==> src/sv/mahd_pkg.sv <==
// MPEG audio header decoder: shared types, header codes, rate tables
// and reciprocal constants.
// No dependencies; used by mahd_front, mahd_back and the top level.
package mahd_pkg;

	localparam logic [1:0] VER_MPEG25 = 2'd0;
	localparam logic [1:0] VER_RSVD   = 2'd1;
	localparam logic [1:0] VER_MPEG2  = 2'd2;
	localparam logic [1:0] VER_MPEG1  = 2'd3;

	localparam logic [1:0] LAY_RSVD = 2'd0;
	localparam logic [1:0] LAY_III  = 2'd1;
	localparam logic [1:0] LAY_II   = 2'd2;
	localparam logic [1:0] LAY_I    = 2'd3;

	localparam logic [1:0] RIDX_RSVD = 2'd3;
	localparam logic [3:0] BIDX_FREE = 4'd0;
	localparam logic [3:0] BIDX_BAD  = 4'd15;
	localparam logic [10:0] SYNC_WORD = 11'h7FF;

	typedef enum logic [2:0] {
		ST_OK          = 3'd0,
		ST_NO_SYNC     = 3'd1,
		ST_BAD_VERSION = 3'd2,
		ST_BAD_LAYER   = 3'd3,
		ST_BAD_BITRATE = 3'd4,
		ST_BAD_RATE    = 3'd5
	} status_t;

	// Divisor left after pulling the power of two out of the sample rate.
	typedef enum logic [1:0] {
		DIV_1   = 2'd0,
		DIV_3   = 2'd1,
		DIV_441 = 2'd2
	} div_sel_t;

	localparam int RECIP_SHIFT = 32;
	localparam logic [31:0] RECIP_3   = 32'(((64'd1 << RECIP_SHIFT) + 64'd2) / 64'd3);
	localparam logic [31:0] RECIP_441 = 32'(((64'd1 << RECIP_SHIFT) + 64'd440) / 64'd441);

	localparam int KSCALE_W = 13;
	localparam int X_W      = 9 + KSCALE_W;
	localparam int PROD_W   = X_W + 32;

	typedef logic [8:0] br_tab_t [16];

	localparam br_tab_t BR_V1_L1 = '{9'd0, 9'd32, 9'd64, 9'd96, 9'd128, 9'd160, 9'd192,
		9'd224, 9'd256, 9'd288, 9'd320, 9'd352, 9'd384, 9'd416, 9'd448, 9'd0};
	localparam br_tab_t BR_V1_L2 = '{9'd0, 9'd32, 9'd48, 9'd56, 9'd64, 9'd80, 9'd96,
		9'd112, 9'd128, 9'd160, 9'd192, 9'd224, 9'd256, 9'd320, 9'd384, 9'd0};
	localparam br_tab_t BR_V1_L3 = '{9'd0, 9'd32, 9'd40, 9'd48, 9'd56, 9'd64, 9'd80,
		9'd96, 9'd112, 9'd128, 9'd160, 9'd192, 9'd224, 9'd256, 9'd320, 9'd0};
	localparam br_tab_t BR_V2_L1 = '{9'd0, 9'd32, 9'd48, 9'd56, 9'd64, 9'd80, 9'd96,
		9'd112, 9'd128, 9'd144, 9'd160, 9'd176, 9'd192, 9'd224, 9'd256, 9'd0};
	localparam br_tab_t BR_V2_L23 = '{9'd0, 9'd8, 9'd16, 9'd24, 9'd32, 9'd40, 9'd48,
		9'd56, 9'd64, 9'd80, 9'd96, 9'd112, 9'd128, 9'd144, 9'd160, 9'd0};

	// Classified header, passed from the front to the back.
	typedef struct packed {
		logic [1:0]          version_code;
		logic [1:0]          layer_code;
		logic [3:0]          flag_bits;
		logic [8:0]          bitrate_kbps;
		logic [15:0]         sample_rate_hz;
		logic [1:0]          rate_index;
		logic                padding_bit;
		logic [1:0]          channel_mode;
		logic [1:0]          mode_extension;
		logic [1:0]          emphasis;
		status_t             status;
		logic [KSCALE_W-1:0] kscale;
		div_sel_t            div_sel;
		logic [2:0]          shift;
		logic                slot4;
	} rec_t;

	typedef struct packed {
		logic [1:0]  version_code;
		logic [1:0]  layer_code;
		logic [3:0]  flag_bits;
		logic [8:0]  bitrate_kbps;
		logic [15:0] sample_rate_hz;
		logic [1:0]  rate_index;
		logic        padding_bit;
		logic [1:0]  channel_mode;
		logic [1:0]  mode_extension;
		logic [1:0]  emphasis;
		logic [11:0] frame_bytes;
		status_t     status;
	} res_t;

endpackage

==> src/sv/mahd_queue.sv <==
// Small register FIFO used between front and back and at the result side.
// No dependencies. DEPTH must be a power of two, at least 2.
module mahd_queue #(
	parameter int WIDTH = 8,
	parameter int DEPTH = 2
) (
	input  logic                       clk,
	input  logic                       arst_n,
	input  logic                       push,
	input  logic [WIDTH-1:0]           wdata,
	output logic                       full,
	input  logic                       pop,
	output logic [WIDTH-1:0]           rdata,
	output logic                       empty,
	output logic [$clog2(DEPTH+1)-1:0] count
);

	localparam int PW = $clog2(DEPTH);
	localparam int CW = $clog2(DEPTH + 1);

	logic [WIDTH-1:0] mem_q [DEPTH];
	logic [PW-1:0]    wr_ptr_q;
	logic [PW-1:0]    rd_ptr_q;
	logic [CW-1:0]    count_q;
	logic             do_push;
	logic             do_pop;

	assign full    = (count_q == CW'(DEPTH));
	assign empty   = (count_q == '0);
	assign count   = count_q;
	assign do_push = push && !full;
	assign do_pop  = pop && !empty;
	assign rdata   = mem_q[rd_ptr_q];

	always_ff @(posedge clk) begin
		if (do_push) begin
			mem_q[wr_ptr_q] <= wdata;
		end
	end

	always_ff @(posedge clk or negedge arst_n) begin
		if (!arst_n) begin
			wr_ptr_q <= '0;
			rd_ptr_q <= '0;
			count_q  <= '0;
		end else begin
			if (do_push) begin
				wr_ptr_q <= wr_ptr_q + PW'(1);
			end
			if (do_pop) begin
				rd_ptr_q <= rd_ptr_q + PW'(1);
			end
			case ({do_push, do_pop})
				2'b10:   count_q <= count_q + CW'(1);
				2'b01:   count_q <= count_q - CW'(1);
				default: count_q <= count_q;
			endcase
		end
	end

endmodule

==> src/sv/mahd_front.sv <==
// Front end: splits the header word, checks sync and reserved codes,
// looks up bitrate and sample rate, and picks the length divisor terms.
// Depends on mahd_pkg.
module mahd_front (
	input  logic            [31:0] header_word,
	output mahd_pkg::rec_t         rec
);

	logic [1:0] ver;
	logic [1:0] lay;
	logic [3:0] bidx;
	logic [1:0] ridx;
	logic       fam441;

	assign ver  = header_word[20:19];
	assign lay  = header_word[18:17];
	assign bidx = header_word[15:12];
	assign ridx = header_word[11:10];

	always_comb begin
		rec = '0;
		rec.version_code   = ver;
		rec.layer_code     = lay;
		rec.flag_bits      = {header_word[2], header_word[3], header_word[8], !header_word[16]};
		rec.rate_index     = ridx;
		rec.padding_bit    = header_word[9];
		rec.channel_mode   = header_word[7:6];
		rec.mode_extension = header_word[5:4];
		rec.emphasis       = header_word[1:0];
		rec.slot4          = (lay == mahd_pkg::LAY_I);

		if (ver == mahd_pkg::VER_RSVD || lay == mahd_pkg::LAY_RSVD) begin
			rec.bitrate_kbps = '0;
		end else if (ver == mahd_pkg::VER_MPEG1) begin
			case (lay)
				mahd_pkg::LAY_I:  rec.bitrate_kbps = mahd_pkg::BR_V1_L1[bidx];
				mahd_pkg::LAY_II: rec.bitrate_kbps = mahd_pkg::BR_V1_L2[bidx];
				default:          rec.bitrate_kbps = mahd_pkg::BR_V1_L3[bidx];
			endcase
		end else if (lay == mahd_pkg::LAY_I) begin
			rec.bitrate_kbps = mahd_pkg::BR_V2_L1[bidx];
		end else begin
			rec.bitrate_kbps = mahd_pkg::BR_V2_L23[bidx];
		end

		// hz = 1000 * 2^shift * {1,3}, or 11025 * 2^shift
		case ({ver, ridx})
			{mahd_pkg::VER_MPEG1, 2'd0}: begin
				rec.sample_rate_hz = 16'd44100; rec.div_sel = mahd_pkg::DIV_441; rec.shift = 3'd2;
			end
			{mahd_pkg::VER_MPEG1, 2'd1}: begin
				rec.sample_rate_hz = 16'd48000; rec.div_sel = mahd_pkg::DIV_3; rec.shift = 3'd4;
			end
			{mahd_pkg::VER_MPEG1, 2'd2}: begin
				rec.sample_rate_hz = 16'd32000; rec.div_sel = mahd_pkg::DIV_1; rec.shift = 3'd5;
			end
			{mahd_pkg::VER_MPEG2, 2'd0}: begin
				rec.sample_rate_hz = 16'd22050; rec.div_sel = mahd_pkg::DIV_441; rec.shift = 3'd1;
			end
			{mahd_pkg::VER_MPEG2, 2'd1}: begin
				rec.sample_rate_hz = 16'd24000; rec.div_sel = mahd_pkg::DIV_3; rec.shift = 3'd3;
			end
			{mahd_pkg::VER_MPEG2, 2'd2}: begin
				rec.sample_rate_hz = 16'd16000; rec.div_sel = mahd_pkg::DIV_1; rec.shift = 3'd4;
			end
			{mahd_pkg::VER_MPEG25, 2'd0}: begin
				rec.sample_rate_hz = 16'd11025; rec.div_sel = mahd_pkg::DIV_441; rec.shift = 3'd0;
			end
			{mahd_pkg::VER_MPEG25, 2'd1}: begin
				rec.sample_rate_hz = 16'd12000; rec.div_sel = mahd_pkg::DIV_3; rec.shift = 3'd2;
			end
			{mahd_pkg::VER_MPEG25, 2'd2}: begin
				rec.sample_rate_hz = 16'd8000; rec.div_sel = mahd_pkg::DIV_1; rec.shift = 3'd3;
			end
			default: begin
				rec.sample_rate_hz = '0; rec.div_sel = mahd_pkg::DIV_1; rec.shift = 3'd0;
			end
		endcase

		// Slot factor scaled down by 25 for the 44.1k family, by 1000 otherwise
		fam441 = (rec.div_sel == mahd_pkg::DIV_441);
		if (lay == mahd_pkg::LAY_I) begin
			rec.kscale = fam441 ? 13'd480 : 13'd12;
		end else if (lay == mahd_pkg::LAY_II || ver == mahd_pkg::VER_MPEG1) begin
			rec.kscale = fam441 ? 13'd5760 : 13'd144;
		end else begin
			rec.kscale = fam441 ? 13'd2880 : 13'd72;
		end

		if (header_word[31:21] != mahd_pkg::SYNC_WORD) begin
			rec.status = mahd_pkg::ST_NO_SYNC;
		end else if (ver == mahd_pkg::VER_RSVD) begin
			rec.status = mahd_pkg::ST_BAD_VERSION;
		end else if (lay == mahd_pkg::LAY_RSVD) begin
			rec.status = mahd_pkg::ST_BAD_LAYER;
		end else if (bidx inside {mahd_pkg::BIDX_FREE, mahd_pkg::BIDX_BAD}) begin
			rec.status = mahd_pkg::ST_BAD_BITRATE;
		end else if (ridx == mahd_pkg::RIDX_RSVD) begin
			rec.status = mahd_pkg::ST_BAD_RATE;
		end else begin
			rec.status = mahd_pkg::ST_OK;
		end
	end

endmodule

==> src/sv/mahd_back.sv <==
// Back end: frame length through a two-stage multiply (kbps * slot factor,
// then reciprocal of 3 or 441), power-of-two shift, and the result queue.
// Depends on mahd_pkg and mahd_queue.
module mahd_back #(
	parameter int OUT_DEPTH = 4
) (
	input  logic           clk,
	input  logic           arst_n,
	input  logic           mid_empty,
	input  mahd_pkg::rec_t mid_rec,
	output logic           mid_pop,
	input  logic           pop,
	output logic           empty,
	output mahd_pkg::res_t res
);

	localparam int CW = $clog2(OUT_DEPTH + 1);

	logic                         v_s1;
	logic                         v_s2;
	mahd_pkg::rec_t               rec_s1;
	mahd_pkg::rec_t               rec_s2;
	logic [mahd_pkg::X_W-1:0]     x_s1;
	logic [mahd_pkg::X_W-1:0]     x_s2;
	logic [mahd_pkg::PROD_W-1:0]  prod_s2;
	logic [31:0]                  recip;
	logic [mahd_pkg::X_W-1:0]     quot;
	logic [mahd_pkg::X_W-1:0]     slots;
	logic [11:0]                  base;
	mahd_pkg::res_t               res_d;
	logic [CW-1:0]                out_count;
	logic                         out_full;
	logic [CW:0]                  committed;
	logic [$bits(mahd_pkg::res_t)-1:0] out_rdata;

	// Reserve a result slot for every beat still in the multiply stages.
	assign committed = (CW+1)'(out_count) + (CW+1)'(v_s1) + (CW+1)'(v_s2);
	assign mid_pop   = !mid_empty && !out_full && (committed < (CW+1)'(OUT_DEPTH));

	always_comb begin
		case (rec_s1.div_sel)
			mahd_pkg::DIV_3:   recip = mahd_pkg::RECIP_3;
			mahd_pkg::DIV_441: recip = mahd_pkg::RECIP_441;
			default:           recip = '0;
		endcase
	end

	always_ff @(posedge clk or negedge arst_n) begin
		if (!arst_n) begin
			v_s1 <= 1'b0;
			v_s2 <= 1'b0;
		end else begin
			v_s1 <= mid_pop;
			v_s2 <= v_s1;
		end
	end

	always_ff @(posedge clk) begin
		if (mid_pop) begin
			rec_s1 <= mid_rec;
			x_s1   <= mahd_pkg::X_W'(mid_rec.bitrate_kbps) * mahd_pkg::X_W'(mid_rec.kscale);
		end
		if (v_s1) begin
			rec_s2  <= rec_s1;
			x_s2    <= x_s1;
			prod_s2 <= mahd_pkg::PROD_W'(x_s1) * mahd_pkg::PROD_W'(recip);
		end
	end

	always_comb begin
		quot = (rec_s2.div_sel == mahd_pkg::DIV_1) ? x_s2
			: prod_s2[mahd_pkg::RECIP_SHIFT +: mahd_pkg::X_W];
		slots = quot >> rec_s2.shift;
		base  = slots[11:0] + 12'(rec_s2.padding_bit);

		res_d.version_code   = rec_s2.version_code;
		res_d.layer_code     = rec_s2.layer_code;
		res_d.flag_bits      = rec_s2.flag_bits;
		res_d.bitrate_kbps   = rec_s2.bitrate_kbps;
		res_d.sample_rate_hz = rec_s2.sample_rate_hz;
		res_d.rate_index     = rec_s2.rate_index;
		res_d.padding_bit    = rec_s2.padding_bit;
		res_d.channel_mode   = rec_s2.channel_mode;
		res_d.mode_extension = rec_s2.mode_extension;
		res_d.emphasis       = rec_s2.emphasis;
		res_d.status         = rec_s2.status;
		if (rec_s2.status != mahd_pkg::ST_OK) begin
			res_d.frame_bytes = '0;
		end else if (rec_s2.slot4) begin
			res_d.frame_bytes = {base[9:0], 2'b00};
		end else begin
			res_d.frame_bytes = base;
		end
	end

	mahd_queue #(
		.WIDTH ($bits(mahd_pkg::res_t)),
		.DEPTH (OUT_DEPTH)
	) u_out_q (
		.clk    (clk),
		.arst_n (arst_n),
		.push   (v_s2),
		.wdata  (res_d),
		.full   (out_full),
		.pop    (pop),
		.rdata  (out_rdata),
		.empty  (empty),
		.count  (out_count)
	);

	assign res = mahd_pkg::res_t'(out_rdata);

endmodule

==> src/sv/mpeg_audio_header_decoder_top.sv <==
// MPEG audio frame header decoder. One header word per clock is accepted while
// full is low, and one result per clock is delivered while pop is held and empty
// is low; a header passes the mid queue, the two multiplier stages of the length
// path (kbps times slot factor, then a reciprocal of 3 or 441) and an output queue
// of OUT_DEPTH entries that holds a slot for every beat in flight; with pop held
// low the block takes MID_DEPTH + OUT_DEPTH headers before full rises.
// Depends on mahd_pkg, mahd_queue, mahd_front and mahd_back.
module mpeg_audio_header_decoder_top #(
	parameter int MID_DEPTH = 2,
	parameter int OUT_DEPTH = 4
) (
	input  logic        clk,
	input  logic        arst_n,
	input  logic        push,
	input  logic [31:0] header_word,
	output logic        full,
	input  logic        pop,
	output logic        empty,
	output logic [1:0]  version_code,
	output logic [1:0]  layer_code,
	output logic [3:0]  flag_bits,
	output logic [8:0]  bitrate_kbps,
	output logic [15:0] sample_rate_hz,
	output logic [1:0]  rate_index,
	output logic        padding_bit,
	output logic [1:0]  channel_mode,
	output logic [1:0]  mode_extension,
	output logic [1:0]  emphasis,
	output logic [11:0] frame_bytes,
	output logic [2:0]  status
);

	localparam int MID_CW = $clog2(MID_DEPTH + 1);

	mahd_pkg::rec_t front_rec;
	mahd_pkg::rec_t mid_rec;
	mahd_pkg::res_t res;
	logic           mid_empty;
	logic           mid_pop;
	logic [MID_CW-1:0] mid_count;
	logic [$bits(mahd_pkg::rec_t)-1:0] mid_rdata;

	mahd_front u_front (
		.header_word (header_word),
		.rec         (front_rec)
	);

	mahd_queue #(
		.WIDTH ($bits(mahd_pkg::rec_t)),
		.DEPTH (MID_DEPTH)
	) u_mid_q (
		.clk    (clk),
		.arst_n (arst_n),
		.push   (push),
		.wdata  (front_rec),
		.full   (full),
		.pop    (mid_pop),
		.rdata  (mid_rdata),
		.empty  (mid_empty),
		.count  (mid_count)
	);

	assign mid_rec = mahd_pkg::rec_t'(mid_rdata);

	mahd_back #(
		.OUT_DEPTH (OUT_DEPTH)
	) u_back (
		.clk       (clk),
		.arst_n    (arst_n),
		.mid_empty (mid_empty),
		.mid_rec   (mid_rec),
		.mid_pop   (mid_pop),
		.pop       (pop),
		.empty     (empty),
		.res       (res)
	);

	assign version_code   = res.version_code;
	assign layer_code     = res.layer_code;
	assign flag_bits      = res.flag_bits;
	assign bitrate_kbps   = res.bitrate_kbps;
	assign sample_rate_hz = res.sample_rate_hz;
	assign rate_index     = res.rate_index;
	assign padding_bit    = res.padding_bit;
	assign channel_mode   = res.channel_mode;
	assign mode_extension = res.mode_extension;
	assign emphasis       = res.emphasis;
	assign frame_bytes    = res.frame_bytes;
	assign status         = res.status;

	a_mid_pop_nonempty: assert property (@(posedge clk) disable iff (!arst_n)
		mid_pop |-> !mid_empty)
		else $error("back took a beat from an empty mid queue");

	a_mid_count_bound: assert property (@(posedge clk) disable iff (!arst_n)
		mid_count <= MID_CW'(MID_DEPTH))
		else $error("mid queue count past its depth");

	a_bad_len_zero: assert property (@(posedge clk) disable iff (!arst_n)
		(!empty && status != mahd_pkg::ST_OK) |-> (frame_bytes == '0))
		else $error("invalid header carries a frame length");

	a_ok_fields: assert property (@(posedge clk) disable iff (!arst_n)
		(!empty && status == mahd_pkg::ST_OK)
			|-> (frame_bytes != '0 && bitrate_kbps != '0 && sample_rate_hz != '0))
		else $error("valid header with zero length, bitrate or sample rate");

endmodule
==> config.mk <==
export PLATFORM = sky130hd
export DESIGN_NAME = mpeg_audio_header_decoder_top
export DESIGN_NICKNAME = d
export VERILOG_FILES = /design/src/sv/mahd_pkg.sv /design/src/sv/mahd_queue.sv /design/src/sv/mahd_front.sv /design/src/sv/mahd_back.sv /design/src/sv/mpeg_audio_header_decoder_top.sv
export SDC_FILE = /design/constraint.sdc
export NUM_CORES = 1
export LEC_CHECK = 0
export BUFFER_PORTS_ARGS = -buffer_cell sky130_fd_sc_hd__buf_2
export CAP_MARGIN = 20
export CORE_ASPECT_RATIO = 0.9
export CORE_UTILIZATION = 35
export DETAILED_ROUTE_END_ITERATION = 12
export SLEW_MARGIN = 20
export SYNTH_ARGS = -nofsm -noshare
export SYNTH_HDL_FRONTEND = slang
export SYNTH_HIERARCHICAL = 1
export SYNTH_SLANG_ARGS = --single-unit
==> constraint.sdc <==
create_clock -name clk -period 13.8 [get_ports clk]
set_input_delay 4.14 -clock clk [delete_from_list [all_inputs] [get_ports clk]]
set_output_delay 4.14 -clock clk [all_outputs]
set_load 0.02 [all_outputs]
==> results of run 1 <==
## metal layers
| layer | GRT usage | share of wire | vias up | wire length, microns |
|---|---|---|---|---|
| met5 | 0 | 0 | - | 0 |
| met4 | 0.0318 | 0.019 | 0 | 1570 |
| met3 | 0.0296 | 0.061 | 85 | 5140 |
| met2 | 0.240 | 0.46 | 558 | 38200 |
| met1 | 0.228 | 0.46 | 10700 | 39000 |
| li1 | - | - | 9649 | - |
## per-stage QoR
stage,hold WS (ns),area (sq um),setup WS (ns),util
after global placement,0.401,40200,5.55,0.372
after detailed placement,0.405,40200,5.44,0.372
after global routing,0.418,41800,4.97,0.387
after CTS,0.392,41800,5.40,0.387
final,0.397,41800,5.39,0.387
after floorplan,0.400,38400,2.67,-
## cell families (layout without fill, tap and decap cells)
kind of cell	Yosys count	in the layout
AND/OR/NAND/NOR	418	418
buffers and inverters	718	825
multiplexers	171	171
XOR/XNOR	64	64
flip-flops	531	531
AO/OA/AOI/OAI	208	208
other	1	6
adder cells (fa/ha/maj)	745	745
## area by class of cell
class | instances | area, sq um
Fill cell | 10200 | 66100
Multi-Input combinational cell | 1612 | 19600
Sequential cell | 531 | 15900
Inverter | 623 | 2340
Tap cell | 1450 | 1810
Clock buffer | 62 | 1350
Timing Repair Buffer | 106 | 561
Clock inverter | 34 | 298
## synth_stat cells, types with 27 or more instances
cell / number / share of area
inv_1: 617 / 0.060
and2_1: 69 / 0.011
xnor2_1: 43 / 0.0098
mux2i_1: 27 / 0.0070
o21ai_0: 28 / 0.0037
nor2_1: 67 / 0.0066
mux4_2: 69 / 0.041
clkbuf_1: 33 / 0.0032
buf_4: 31 / 0.0061
mux2_4: 50 / 0.020
fa_1: 432 / 0.23
a21oi_1: 66 / 0.0086
ha_1: 313 / 0.10
edfxtp_1: 518 / 0.41
nand2_1: 144 / 0.014
nor2b_1: 30 / 0.0049
## worst max-delay path by stage
stage	slack [ns]	end	cells after the start
after CTS	5.40	u_back/prod_s2[44]$_DFFE_PP_	23
after global routing	4.97	u_back/prod_s2[44]$_DFFE_PP_	23
after floorplan	2.67	u_mid_q/count[1]$_DFFE_PN0P_	6
final	5.39	u_back/prod_s2[44]$_DFFE_PP_	25
after global placement	5.55	u_back/prod_s2[44]$_DFFE_PP_	23
after detailed placement	5.44	u_back/prod_s2[44]$_DFFE_PP_	23
## flip-flops by register name (all words and copies together) (netlist names)
name,flops
u_back/u_out_q/mem_q,228
u_mid_q/mem_q,128
u_back/rec_s1,51
u_back/rec_s2,51
u_back/x_s1,22
u_back/prod_s2,19
u_back/x_s2,19
u_back/u_out_q/count,3
u_back/u_out_q/rd_ptr_q,2
u_back/u_out_q/wr_ptr_q,2
u_mid_q/count,2
u_back/v_s1,1
u_back/v_s2,1
u_mid_q/rd_ptr_q,1
u_mid_q/wr_ptr_q,1
## worst reg2reg max path, delay by kind of cell (launching register included)
family	cells	cell delay, ns
flops	1	0.42
buf+inv	6	0.34
simple gates	6	1.44
xor+xnor	1	0.15
fa+ha+maj	9	4.78
compound gates	3	0.96
==> summary.txt, run 1 <==
Status
  • Status: complete, no violations

Place
  • IO buf count: 94
  • DPL Wire Length: 66200 microns
  • Final Wtd Congestion: 0.968
  • Placed insts: 4322

Worst setup path
  • Crit path from: u_back/rec_s1[4]$_DFFE_PP_
  • Worst path slowest cell: ha_1
  • WP data required: 14.12 ns
  • Critical path fanouts, max: 24
  • CP bufs+invs: 6
  • Critical Path End Type: flop
  • CP Class: reg2reg
  • CP peak stage delay: 0.82 ns
  • CP Data Arrival Time: 8.74 ns
  • Reg2reg setup slack: 5.39 ns
  • Critical register-to-register path endpoint: u_back/prod_s2[44]$_DFFE_PP_
  • CP top delay family: adder cells
  • Worst Setup Start Kind: flop
  • Worst r2r path cells: 25
  • Reg-to-Reg Start: u_back/rec_s1[4]$_DFFE_PP_
  • Crit path top cell by count: fa_1

Clock tree
  • Root Buffer: clkbuf_16
  • Post-CTS resize count: 0
  • CTS tree: built
  • Clk slew on worst S/H paths: 0.07 ns
  • Htree depth: 2
  • CTS Hold Buffers Added: 0
  • CTS Buf Count: 52
  • Post-CTS setup repair buffer count: 0
  • Longest Clk Path Bufs: 3
  • Sink Count: 531
  • Worst skew pair latency: 0.61 ns

Detailed routing
  • Final wirelength: 83900 microns
  • DR vias: 21000
  • Drt first-iter violations: 1354
  • WL/cell: 19.0 microns
  • DRC viols: 0
  • DR pass1 iterations: 5
  • Via/cell ratio: 4.74
  • Post-route ant nets: 0

STA
  • Relative slew margins: 0.313
  • Min Tclk post-route: 8.41 ns
  • Setup TNS: 0 ns
  • Final count of negative-setup-slack endpoints: 0
  • Worst Skew: 0.0267 ns
  • Tcrit/Tclk final: 0.609
  • Max frequency: 119 MHz
  • RSZ-0062 raised after global routing: no
  • Worst Tran Pin Value: 1.03 ns
  • Fin. max-slew vios: 0
  • Hold Vio Cnt, Final: 0

Cells and area
  • Nets: 3707
  • Area grow syn2layout: 9.03%
  • Commonest non-fill, non-tap cell in the layout: inv_1
  • Layout cells sized above 1: 0.118
  • Antenna cell count: 0
  • Non-Filler Instances: 4418
  • Most frequent cells in the layout: inv_1, edfxtp_1, fa_1, ha_1, nand2_1

Synthesis
  • YS warnings: 6
  • EDFF count, synth: 518
  • Main combinational cell family by area after synthesis: adder cells
  • Adder-Cell Fraction of Synth Area: 0.327
  • Post-Syn Area per Cell: 13.4 sq um
  • Yosys reg bits: 531
  • Post-Syn Area: 38400 sq um
  • Synth Area in Compound Gates: 0.0355
  • Synth Area in XOR/XNOR: 0.0148
  • Post-Synthesis Cells: 2856
  • Distinct cell type count after synthesis: 84
  • Post-synthesis mux area share: 0.0776
  • Top_reg_cell synth: edfxtp_1
  • Simple-gate portion of the synthesized area: 0.0538
  • Ys async rst share: 0.0245
  • Sequential share of the synthesized area: 0.414

GRT
  • Initial antenna violation count: 2
  • Overall Global Routing Usage: 0.156
  • Largest net degree at the start of global routing: 65
  • Number of global-route vias before repair: 22200
  • First-pass GRT wire length: 132000 microns
  • Grt ovf: 0

Min path
  • Hold Path Sink: u_back/rec_s2[60]$_DFFE_PP_
  • Hold_sp: u_back/rec_s1[60]$_DFFE_PP_
  • WHS Path Cells: 0
  • Hold Crit Class: reg2reg

Floorplanning
  • Die area: 111000 sq um
  • I/O pins: 95
  • Die Width: 351 microns
  • Die H: 316 microns
  • Core area: 108000 sq um
  • FP Rows: 114
  • Starting Density: 0.355

Flow run
  • # Max-Cap Violations: 0
Power of run 1 is left out: the tool's default activity adds up to more than one toggle a clock period on the data nets, which glitch-free logic cannot reach.
==> inputs of run 2 (changes only) <==
==> constraint.sdc (replaced) <==
create_clock -name clk -period 7.85 [get_ports clk]
set_input_delay 2.355 -clock clk [delete_from_list [all_inputs] [get_ports clk]]
set_output_delay 2.355 -clock clk [all_outputs]
set_load 0.02 [all_outputs]
==> summary.txt, run 2 (synthesis gave the netlist of run 1 again) <==
STA
  • Tcrit/Tclk final: 0.955 (was 0.609)
  • Worst Tran Pin Value: 0.967 ns (was 1.03 ns)
  • Worst Skew: 0.0285 ns (was 0.0267 ns)
  • Hold Vio Cnt, Final: 0 (unchanged)
  • Relative slew margins: 0.355 (was 0.313)
  • Min Tclk post-route: 7.50 ns (was 8.41 ns)
  • Max frequency: 133 MHz (was 119 MHz)
  • RSZ-0062 raised after global routing: no (unchanged)
  • Final count of negative-setup-slack endpoints: 0 (unchanged)
  • Setup TNS: 0 ns (unchanged)
  • Fin. max-slew vios: 0 (unchanged)

Min path
  • Hold_sp: u_back/rec_s1[45]$_DFFE_PP_ (was u_back/rec_s1[60]$_DFFE_PP_)
  • Hold Crit Class: reg2reg (unchanged)

Worst setup path
  • CP peak stage delay: 0.53 ns (was 0.82 ns)
  • CP Data Arrival Time: 7.84 ns (was 8.74 ns)
  • Critical Path End Type: flop (unchanged)
  • CP Class: reg2reg (unchanged)
  • Reg-to-Reg Start: u_back/rec_s1[5]$_DFFE_PP_ (was u_back/rec_s1[4]$_DFFE_PP_)
  • WP data required: 8.19 ns (was 14.12 ns)
  • CP bufs+invs: 9 (was 6)
  • Reg2reg setup slack: 0.35 ns (was 5.39 ns)
  • Critical path fanouts, max: 17 (was 24)
  • Worst path slowest cell: fa_1 (was ha_1)
  • CP top delay family: adder cells (unchanged)
  • Crit path from: u_back/rec_s1[5]$_DFFE_PP_ (was u_back/rec_s1[4]$_DFFE_PP_)
  • Worst Setup Start Kind: flop (unchanged)
  • Crit path top cell by count: fa_1 (unchanged)

Flow run
  • # Max-Cap Violations: 0 (unchanged)

Detailed routing
  • Drt first-iter violations: 1633 (was 1354)
  • Post-route ant nets: 0 (unchanged)
  • Via/cell ratio: 4.75 (was 4.74)
  • DRC viols: 0 (unchanged)
  • DR pass1 iterations: 6 (was 5)
  • WL/cell: 19.6 microns (was 19.0 microns)
  • Final wirelength: 87200 microns (was 83900 microns)
  • DR vias: 21100 (was 21000)

Clock tree
  • CTS Buf Count: 53 (was 52)
  • Clk slew on worst S/H paths: 0.07 ns (about the same)
  • Post-CTS resize count: 0 (unchanged)
  • Worst skew pair latency: 0.61 ns (about the same)
  • Htree depth: 2 (unchanged)
  • CTS tree: built (unchanged)
  • Longest Clk Path Bufs: 3 (unchanged)
  • Post-CTS setup repair buffer count: 0 (unchanged)
  • Root Buffer: clkbuf_16 (unchanged)
  • Sink Count: 531 (unchanged)
  • CTS Hold Buffers Added: 0 (unchanged)

Cells and area
  • Top reg by flops: u_back/u_out_q/mem_q (unchanged)
  • FILL cells: 10200 (about the same)
  • Most frequent cells in the layout: inv_1, edfxtp_1, fa_1, ha_1, nand2_1 (unchanged)
  • Top flop regs: u_back/u_out_q/mem_q: 228 flops, u_mid_q/mem_q: 128 flops (unchanged)
  • Commonest non-fill, non-tap cell in the layout: inv_1 (unchanged)
  • Antenna cell count: 0 (unchanged)
  • Nets: 3732 (was 3707)
  • Layout cells sized above 1: 0.129 (was 0.118)
  • Area grow syn2layout: 9.95% (was 9.03%)
  • Max reg flops: 228 (unchanged)

Place
  • IO buf count: 94 (unchanged)
  • Final Wtd Congestion: 0.961 (was 0.968)
  • DPL Wire Length: 68900 microns (was 66200 microns)

Floorplanning
  • Core area: 108000 sq um (unchanged)
  • Die area: 111000 sq um (unchanged)
  • Die H: 316 microns (unchanged)
  • Die Width: 351 microns (unchanged)
  • Starting Density: 0.355 (unchanged)
  • FP Rows: 114 (unchanged)
  • I/O pins: 95 (unchanged)

GRT
  • Overall Global Routing Usage: 0.160 (was 0.156)
  • Largest net degree at the start of global routing: 59 (was 65)
  • Number of global-route vias before repair: 22200 (about the same)
  • First-pass GRT wire length: 135000 microns (was 132000 microns)
  • Grt ovf: 0 (unchanged)
  • Initial antenna violation count: 2 (unchanged)

Status
  • Status: complete, no violations (unchanged)
[run 2: cell types whose count changed in the layout (fill, tap and decap cells not counted), moves of 2 or more]
| cell | previous run | this run |
|---|---|---|
| buf_4 | 12 | 35 |
| bufinv_16 | 3 | 5 |
| clkbuf_1 | 9 | 11 |
| clkinv_1 | 17 | 10 |
| clkinvlp_4 | 1 | 5 |
| inv_8 | 0 | 3 |
[run 2: layer usage]
metal / track usage / wire length, microns / vias to the layer above
met4: 0.0310 / 1390 / 2
li1: - / - / 9684
met5: 0 / 10 / -
met2: 0.249 / 39600 / 529
met3: 0.0219 / 4550 / 95
met1: 0.239 / 41600 / 10800
[run 2: metrics by stage]
step	instances	utilization	setup slack, ns	instance area, sq um	hold WS [ns]
detailed placement	4346	0.374	0.274	40400	0.405
global placement	4346	0.374	0.327	40400	0.400
floorplan	2861	-	0.383	38400	0.400
CTS	4446	0.390	0.224	42200	0.401
global route	4446	0.391	0.0103	42200	0.415
finish	4446	0.391	0.350	42200	0.401
[run 2: worst reg2reg max path: stages (launching register included)]
cell	delay (ns)
edfxtp_1	0.44
inv_1	0.08
ha_1	0.16
buf_4	0.25
nand2_1	0.17
inv_1	0.20
fa_1	0.44
inv_1	0.12
fa_1	0.49
fa_1	0.52
inv_1	0.06
fa_1	0.52
fa_1	0.42
fa_1	0.53
inv_1	0.05
fa_1	0.49
inv_1	0.05
ha_1	0.33
nand4_1	0.17
or3_1	0.41
nand4_1	0.12
o211ai_1	0.11
buf_4	0.19
nand2_1	0.14
a21oi_1	0.09
buf_4	0.16
o41ai_1	0.38
xor2_1	0.12
[run 2: path summary, 6_finish.rpt]
| path | to | cells after the start |
|---|---|---|
| max reg2reg | u_back/prod_s2[44]$_DFFE_PP_ | 27 |
| max in group asynchronous | u_back/v_s1$_DFF_PN0_ | 1 |
| min in group asynchronous | u_back/u_out_q/wr_ptr_q[1]$_DFFE_PN0P_ | 1 |
| min reg2reg | u_back/rec_s2[45]$_DFFE_PP_ | 0 |
| max | u_back/prod_s2[44]$_DFFE_PP_ | 27 |
| min | u_back/rec_s2[45]$_DFFE_PP_ | 0 |
[run 2: final cells by class]
| class | instances | area [sq um] | area share |
|---|---|---|---|
| clock buffers | 66 | 1400 | 0.0331 |
| clock inverters | 34 | 374 | 0.00887 |
| inverters | 623 | 2340 | 0.0554 |
| multi-input cells | 1612 | 19600 | 0.465 |
| flip-flops and latches | 531 | 15900 | 0.377 |
| well taps | 1450 | 1810 | 0.0430 |
| repair buffers | 130 | 753 | 0.0179 |
Power of run 2 is left out for the same reason.
==> inputs of run 3 (changes only) <==
--- a/config.mk
+++ b/config.mk
@@ -10,6 +10,8 @@
 export CORE_ASPECT_RATIO = 0.9
 export CORE_UTILIZATION = 35
 export DETAILED_ROUTE_END_ITERATION = 12
+export PLACE_DENSITY_LB_ADDON = 0.08
+export RECOVER_POWER = 25
 export SLEW_MARGIN = 20
 export SYNTH_ARGS = -nofsm -noshare
 export SYNTH_HDL_FRONTEND = slang
==> summary.txt, run 3 (synthesis gave the netlist of run 1 again) <==
STA
  • Hold Vio Cnt, Final: 0 (unchanged)
  • Min Tclk post-route: 7.55 ns (was 7.50 ns)
  • Final count of negative-setup-slack endpoints: 0 (unchanged)
  • Fin. max-slew vios: 30 (was 0)
  • Tcrit/Tclk final: 0.962 (was 0.955)
  • RSZ-0062 raised after global routing: no (unchanged)
  • Worst Skew: 0.0585 ns (was 0.0285 ns)
  • Relative slew margins: -0.0259 (was 0.355)
  • Max frequency: 132 MHz (was 133 MHz)
  • Worst Tran Pin Value: 1.54 ns (was 0.967 ns)

Status
  • Status: finished, violations left (was complete, no violations)
  • Violated checks: capacitance limit, slew limit

Cells and area
  • Top reg by flops: u_back/u_out_q/mem_q (unchanged)
  • Most frequent cells in the layout: inv_1, edfxtp_1, fa_1, ha_1, nand2_1 (unchanged)
  • Top flop regs: u_back/u_out_q/mem_q: 228 flops, u_mid_q/mem_q: 128 flops (unchanged)
  • Commonest non-fill, non-tap cell in the layout: inv_1 (unchanged)
  • Final instance area: 42900 sq um (was 42200 sq um)
  • Nets: 3820 (was 3732)
  • FILL cells: 10300 (was 10200)
  • Layout cells sized above 1: 0.152 (was 0.129)
  • Area grow syn2layout: 11.8% (was 9.95%)
  • Max reg flops: 228 (unchanged)
  • Multi-input logic area: 19600 sq um (about the same)
  • Sequential cell area: 15900 sq um (about the same)

Worst setup path
  • Critical path fanouts, max: 11 (was 17)
  • Worst r2r path cells: 26 (was 27)
  • Crit path top cell by count: fa_1 (unchanged)
  • Worst path slowest cell: fa_1 (unchanged)
  • CP Class: reg2reg (unchanged)
  • CP bufs+invs: 7 (was 9)
  • Critical register-to-register path endpoint: u_back/prod_s2[50]$_DFFE_PP_ (was u_back/prod_s2[44]$_DFFE_PP_)
  • CP Data Arrival Time: 7.95 ns (was 7.84 ns)
  • Reg2reg setup slack: 0.30 ns (was 0.35 ns)
  • CP peak stage delay: 0.60 ns (was 0.53 ns)
  • WP data required: 8.24 ns (was 8.19 ns)
  • Reg-to-Reg Start: u_back/rec_s1[4]$_DFFE_PP_ (was u_back/rec_s1[5]$_DFFE_PP_)
  • CP Depth: 26 (was 27)
  • Critical Path End Type: flop (unchanged)
  • Worst Setup Start Kind: flop (unchanged)
  • CP top delay family: adder cells (unchanged)

Place
  • Final Wtd Congestion: 0.927 (was 0.961)
  • DPL Wire Length: 82100 microns (was 68900 microns)
  • IO buf count: 94 (unchanged)
  • Cell area after placement: 41000 sq um (was 40400 sq um)

GRT
  • Initial antenna violation count: 7 (was 2)
  • Largest net degree at the start of global routing: 64 (was 59)
  • Number of global-route vias before repair: 23100 (was 22200)
  • Overall Global Routing Usage: 0.186 (was 0.160)
  • First-pass GRT wire length: 150000 microns (was 135000 microns)
  • Grt ovf: 0 (unchanged)

Detailed routing
  • Final wirelength: 102000 microns (was 87200 microns)
  • Drt first-iter violations: 1452 (was 1633)
  • DRC viols: 0 (unchanged)
  • DR pass1 iterations: 7 (was 6)
  • DR vias: 21800 (was 21100)
  • Post-route ant nets: 0 (unchanged)
  • WL/cell: 22.4 microns (was 19.6 microns)
  • Via/cell ratio: 4.79 (was 4.75)

Clock tree
  • Worst skew pair latency: 0.65 ns (was 0.61 ns)
  • CTS tree: built (unchanged)
  • Sink Count: 531 (unchanged)
  • Clk slew on worst S/H paths: 0.08 ns (was 0.07 ns)
  • Longest Clk Path Bufs: 3 (unchanged)
  • CTS Buf Count: 59 (was 53)
  • Htree depth: 2 (unchanged)
  • CTS Hold Buffers Added: 0 (unchanged)
  • Root Buffer: clkbuf_16 (unchanged)

Min path
  • Hold_sp: u_back/rec_s1[37]$_DFFE_PP_ (was u_back/rec_s1[45]$_DFFE_PP_)
  • Hold Path Sink: u_back/rec_s2[37]$_DFFE_PP_ (was u_back/rec_s2[45]$_DFFE_PP_)
  • Hold Crit Class: reg2reg (unchanged)
  • WHS Path Cells: 0 (unchanged)

Flow run
  • # Max-Cap Violations: 1 (was 0)

Floorplanning
  • Core area: 108000 sq um (unchanged)
  • Die H: 316 microns (unchanged)
  • Die area: 111000 sq um (unchanged)
  • FP Rows: 114 (unchanged)
  • Die Width: 351 microns (unchanged)
  • I/O pins: 95 (unchanged)
  • Starting Density: 0.355 (unchanged)
==> run 3: cell count changes in the layout (fill, tap and decap cells not counted), sizes merged <==
cell      delta
buf         +81
bufinv       -3
clkbuf      +10
clkinv       +9
clkinvlp     -5
diode        +2
inv          -3
==> run 3: final cells by class <==
type / count / share of cell area
repair buffers: 212 / 0.0323
clock inverters: 32 / 0.00659
flip-flops and latches: 531 / 0.371
inverters: 623 / 0.0545
well taps: 1450 / 0.0423
diodes: 2 / 0.000117
multi-input cells: 1612 / 0.458
clock buffers: 75 / 0.0358
==> run 3: repair_timing <==
action | CTS | global route
gates cloned | 0 | 0
endpoints found under the hold margin | 0 | 0
pin swaps | 0 | 2
gates resized for setup | 1 | 14
setup buffers | 0 | 1
setup endpoints to repair | 1 | 11
==> run 3: worst max path at each step <==
stage                                          start                      endpoint  slack (ns)
final                     u_back/rec_s1[4]$_DFFE_PP_  u_back/prod_s2[50]$_DFFE_PP_        0.30
after detailed placement  u_back/rec_s1[5]$_DFFE_PP_  u_back/prod_s2[44]$_DFFE_PP_       -0.02
after CTS                 u_back/rec_s1[4]$_DFFE_PP_  u_back/prod_s2[44]$_DFFE_PP_        0.10
after global routing      u_back/rec_s1[4]$_DFFE_PP_  u_back/prod_s2[44]$_DFFE_PP_       0.002
after global placement    u_back/rec_s1[4]$_DFFE_PP_  u_back/prod_s2[44]$_DFFE_PP_        0.05
after floorplan                u_back/v_s1$_DFF_PN0_  u_mid_q/count[1]$_DFFE_PN0P_        0.38
==> run 3: per-layer routing <==
layer,share of wire,track usage
met5,0,0
met4,0.0088,0.0240
met3,0.051,0.0311
met2,0.45,0.283
met1,0.49,0.284
==> run 3: through the flow <==
stage	cells	setup TNS [ns]	util	hold WS, ns	worst slack (ns)
4_1_cts	4533	0	0.397	0.410	0.105
6_report	4537	0	0.397	0.409	0.297
2_1_floorplan	2861	0	-	0.400	0.383
3_3_place_gp	4426	0	0.380	0.400	0.0533
5_1_grt	4535	0	0.397	0.419	0.00242
3_5_place_dp	4426	-0.0153	0.380	0.405	-0.0153
Power of run 3 is left out for the same reason.
